$ cat src/rtl/kst_pkg.sv
package kst_pkg;

    localparam int NUM_SLOTS_DEF = 64;
    localparam int KEY_BYTES_DEF = 32;

    localparam logic [2:0] ST_OK      = 3'd0;
    localparam logic [2:0] ST_TAKEN   = 3'd1;
    localparam logic [2:0] ST_OFF     = 3'd2;
    localparam logic [2:0] ST_FULL    = 3'd3;
    localparam logic [2:0] ST_LEN     = 3'd4;
    localparam logic [2:0] ST_UNKNOWN = 3'd5;

    localparam logic [1:0] REQ_LOAD    = 2'd0;
    localparam logic [1:0] REQ_DESTROY = 2'd1;

    localparam logic CFG_ENABLE    = 1'b0;
    localparam logic CFG_MAX_SLOTS = 1'b1;

    typedef struct packed {
        logic [1:0]  req_type;
        logic [31:0] key_id;
        logic [7:0]  data_byte;
        logic        last;
    } t_in;

    typedef struct packed {
        logic [7:0]  out_byte;
        logic [31:0] new_key_id;
        logic [2:0]  status;
        logic        out_last;
    } t_out;

    // search token passed along the chain of slot cells
    typedef struct packed {
        logic found_id;
        logic found_free;
    } t_tok;

    // command to one cell (each cell has its own)
    typedef struct packed {
        logic        set;
        logic        clr;
        logic [31:0] ident;
    } t_cmd;

endpackage

$ cat src/rtl/kst_cell.sv
// One key slot: valid bit and identifier tag. Passes a priority token down
// the row so the lowest matching (or free) slot wins.
module kst_cell (
    input  logic          i_clk,
    input  logic          i_rst_n,
    input  logic          i_in_range,
    input  logic [31:0]   i_key_id,
    input  kst_pkg::t_tok i_tok,
    output kst_pkg::t_tok o_tok,
    output logic          o_hit_id,
    output logic          o_hit_free,
    output logic          o_valid,
    input  kst_pkg::t_cmd i_cmd
);
    logic        r_valid;
    logic [31:0] r_ident;
    logic        match;
    logic        free;

    assign match = i_in_range && r_valid && (r_ident == i_key_id);
    assign free  = i_in_range && !r_valid;
    assign o_hit_id   = match && !i_tok.found_id;
    assign o_hit_free = free && !i_tok.found_free;
    assign o_tok.found_id   = i_tok.found_id || match;
    assign o_tok.found_free = i_tok.found_free || free;
    assign o_valid = r_valid;

    always_ff @(posedge i_clk) begin
        if (!i_rst_n) begin
            r_valid <= 1'b0;
            r_ident <= '0;
        end else if (i_cmd.set) begin
            r_valid <= 1'b1;
            r_ident <= i_cmd.ident;
        end else if (i_cmd.clr) begin
            r_valid <= 1'b0;
            r_ident <= '0;
        end
    end
endmodule

$ cat config.mk
export PLATFORM = sky130hd
export DESIGN_NAME = kst_cell
export DESIGN_NICKNAME = d
export VERILOG_FILES = /design/src/rtl/kst_pkg.sv /design/src/rtl/kst_cell.sv
export SDC_FILE = /design/constraint.sdc
export NUM_CORES = 1
export LEC_CHECK = 0
export ABC_AREA = 1
export BUFFER_PORTS_ARGS = -buffer_cell sky130_fd_sc_hd__buf_4
export CAP_MARGIN = 20
export CELL_PAD_IN_SITES_DETAIL_PLACEMENT = 1
export CELL_PAD_IN_SITES_GLOBAL_PLACEMENT = 2
export CORE_ASPECT_RATIO = 1.5
export CORE_MARGIN = 2
export CORE_UTILIZATION = 23
export DETAILED_ROUTE_END_ITERATION = 10
export PLACE_DENSITY_LB_ADDON = 0.12
export SLEW_MARGIN = 15
export SYNTH_ARGS = -nofsm -noshare
export SYNTH_HDL_FRONTEND = slang
export SYNTH_SLANG_ARGS = --single-unit
$ cat constraint.sdc
create_clock -name i_clk -period 1.2 [get_ports i_clk]
set_input_delay 0.12 -clock i_clk [delete_from_list [all_inputs] [get_ports i_clk]]
set_output_delay 0.12 -clock i_clk [all_outputs]
set_load 0.02 [all_outputs]
==> out/summary.txt <==
main combinational cell family by area after synthesis = simple AND/OR/NAND/NOR gates
standby leakage power = 1.297 nW
crit path DAT = 1.49 ns
clock share of power = 41.6%
fin util = 35.77%
Clock H-tree levels = 2
Hold-fix buffers, CTS = 0
CTS root buf = sky130_fd_sc_hd__clkbuf_16
total routing resource utilization after global routing = 14.91%
y dimension of the die = 111.9 um
x dimension of the die = 75.94 um
normalized max-slew margin = 82.95%
critical path launch point type = register
worst flop-to-flop path startpoint = r_ident[26]
buffers added on ports = 75
Synth Register Bits = 33
FF-to-FF setup slack = 0.41 ns
required time at the endpoint of the critical path = 1.08 ns
Synthesized Nets = 363
fraction of the mapped netlist area in adder cells = 0%
highest net fanout along the worst path = 3
net count of the finished layout = 442
net switching power figure = 0.0007443 W
clock tree from TritonCTS = done
area of the die = 8498 um^2
commonest non-fill, non-tap cell in the layout = sky130_fd_sc_hd__nand2_1
commonest non-fill, non-tap cells in the layout = sky130_fd_sc_hd__nand2_1 (127), sky130_fd_sc_hd__buf_4 (78), sky130_fd_sc_hd__inv_1 (42)
total cell area at the placement stage = 2502 um^2
endpoint of the worst-slack reg-to-reg timing path = r_ident[26]
initial standard-cell utilization of the core = 23.61%
timing startpoint of the critical path = r_ident[6]
post-route DRC violation count = 0
initial antenna violation count = 0
clock tree sinks = 33
total I/O pin count = 76
synthesized area = 1785 um^2
switching fraction of total power = 25.21%
number of failing hold endpoints at the final stage = 0
Core ar. = 7564 um^2
clk slew on worst S/H paths = 0.05 ns
Vias/cell = 4.154
Worst IR Drop VDD = 0.4411 mV
power share of the combinational group = 18.1%
ant diodes = 0
post-route ant nets = 0
mux contribution to synthesized area = 0%
synth-to-layout area growth = 51.51%
routed wire length = 5974 um
average instance area after synthesis = 6.115 um^2
achievable frequency = 620.0 MHz
grt total ovfl = 0
warning count from the yosys run = 0
placer's final routability congestion estimate = 0.7247
clock period minus final worst setup slack = 1.613 ns
source-to-sink clock delay at the later pin of the worst-skew pair = 0.27 ns
complex-gate fraction of the synthesized area = 12.12%
maxcap violations = 0
fraction of layout cells with a size suffix above 1 = 30.91%
worst setup path endpoint = o_hit_id
Worst Setup End Kind = primary output
vias after detailed routing = 1,969
pre-CTS worst setup slack = -0.2282 ns
min setup slack post-route = -0.4128 ns
detailed placer's ending HPWL = 4690 um
Layout Skew = 0 ns
max-slew violation count = 0
maximum number of pins on one net before global-route repair = 34
measured slew at the worst slew-check pin = 0.2557 ns
critical setup path kind = reg -> out
power per unit of standard cell area = 1092 nW/um^2
number of buffers added by the clock tree synthesis step = 5
distinct cell type count after synthesis = 25
failing checks = negative setup slack
vias in the first global route = 2,149
site row count = 39
Hold Path Class = in -> reg
First-pass DRT Iterations = 4
final worst-path cycle share = 134.4%
number of setup violations in the final report = 2
synthesized-area fraction occupied by xor and xnor cells = 3.434%
Worst R2R Path Depth = 4
maximum number of buffers from clock root to sink = 2
count of mapped cells out of synthesis = 292
wire length of the first global-routing pass = 10,020 um
unrepaired setup endpoints after global routing = true
wire length per cell = 12.60 um
Seq/Total Area, Yosys = 37.00%
First DRT Iteration DRCs = 47
Non-Filler Cell Area, Final = 2705 um^2
status = finished with violations
portion of total power attributed to sequential cells = 40.4%
Internal Power = 0.002208 W
synthesized-area fraction occupied by and/or/nand/nor cells = 35.18%
-- layout make-up --
| cell class | instances | area [um^2] |
|---|---|---|
| clock buffer | 8 | 136.4 |
| fill | 986 | 4858 |
| inverter | 44 | 165.2 |
| multi-input combinational | 205 | 949.7 |
| timing repair buffer | 82 | 648.1 |
| tap | 102 | 127.6 |
| sequential | 33 | 678.2 |
-- flip-flops by register name, indices dropped and copies added (netlist names) --
register	count
r_ident	32
o_valid	1
-- worst max-delay path, cell delays in order (launching register included) --
cell,delay (ns)
sky130_fd_sc_hd__dfxtp_2,0.34
sky130_fd_sc_hd__inv_1,0.04
sky130_fd_sc_hd__nand2_1,0.05
sky130_fd_sc_hd__nand4_1,0.16
sky130_fd_sc_hd__nor2_2,0.15
sky130_fd_sc_hd__nand3_2,0.13
sky130_fd_sc_hd__nor3_4,0.21
sky130_fd_sc_hd__buf_6,0.14
-- repair_timing --
action,in CTS,in global routing
endpoints found under the hold margin,0,0
setup buffers,0,1
pin swaps,3,7
setup endpoints to repair,3,3
resized for setup,12,11
gates cloned,0,0
-- kinds of logic after synthesis --
| logic type | after synthesis |
|---|---|
| buffers and inverters | 54 |
| xor gates and xnor gates | 7 |
| AOI/OAI and AO/OA | 41 |
| DFF | 33 |
| and+or+nand+nor | 157 |
-- synth_stat cells (all sizes together) --
cell / count / area, um^2
dfxtp: 33 / 660.6
xnor2: 6 / 52.55
nand3: 3 / 20.02
xor2: 1 / 8.760
o21ai: 4 / 20.02
clkbuf: 2 / 7.510
o211ai: 1 / 7.510
nand2: 129 / 484.2
inv: 44 / 165.2
a21oi: 34 / 170.2
nor3: 2 / 15.01
buf: 8 / 46.29
or2: 2 / 12.52
nor2: 20 / 90.09
nand4: 1 / 6.260
o21bai: 2 / 18.77
-- power groups by stage --
| stage | combinational, W | clock [W] | sequential, W |
|---|---|---|---|
| after global routing | 0.000607 | 0.00132 | 0.00120 |
| after global placement | 0.000531 | 0 | 0.00121 |
| after CTS | 0.000543 | 0.00126 | 0.00119 |
| final | 0.000533 | 0.00123 | 0.00119 |
| after detailed placement | 0.000535 | 0 | 0.00121 |
| after floorplan | 0.000241 | 0 | 0.00121 |
-- routing by layer --
metal / track usage [%] / vias to the layer above / share of wire, %
li1: - / 1031 / -
met4: 4.606 / 0 / 1.3
met5: 0 / - / 0
met3: 2.674 / 7 / 4.1
met1: 16.11 / 884 / 40
met2: 29.05 / 47 / 55
-- stage by stage --
stage | hold WS (ns) | instances | setup TNS, ns | power (W)
floorplan | 0.2679 | 292 | -0.01030 | 0.001447
global placement | 0.3873 | 465 | -0.4405 | 0.001741
detailed placement | 0.3909 | 465 | -0.4527 | 0.001748
CTS | 0.09942 | 473 | -0.8638 | 0.002993
global route | 0.1112 | 474 | -1.079 | 0.003128
finish | 0.1000 | 474 | -0.8068 | 0.002953
-- worst min-delay path by stage --
stage / slack (ns) / depth (start not counted) / from / endpoint
after floorplan: 0.27 / 2 / i_cmd[18] / r_ident[18]
after global placement: 0.39 / 3 / i_cmd[14] / r_ident[14]
after detailed placement: 0.39 / 3 / i_cmd[0] / r_ident[0]
after CTS: 0.1 / 3 / i_cmd[6] / r_ident[6]
after global routing: 0.11 / 3 / i_cmd[12] / r_ident[12]
final: 0.10 / 3 / i_cmd[6] / r_ident[6]
No activity file was read; power rests on OpenSTA's default activity.
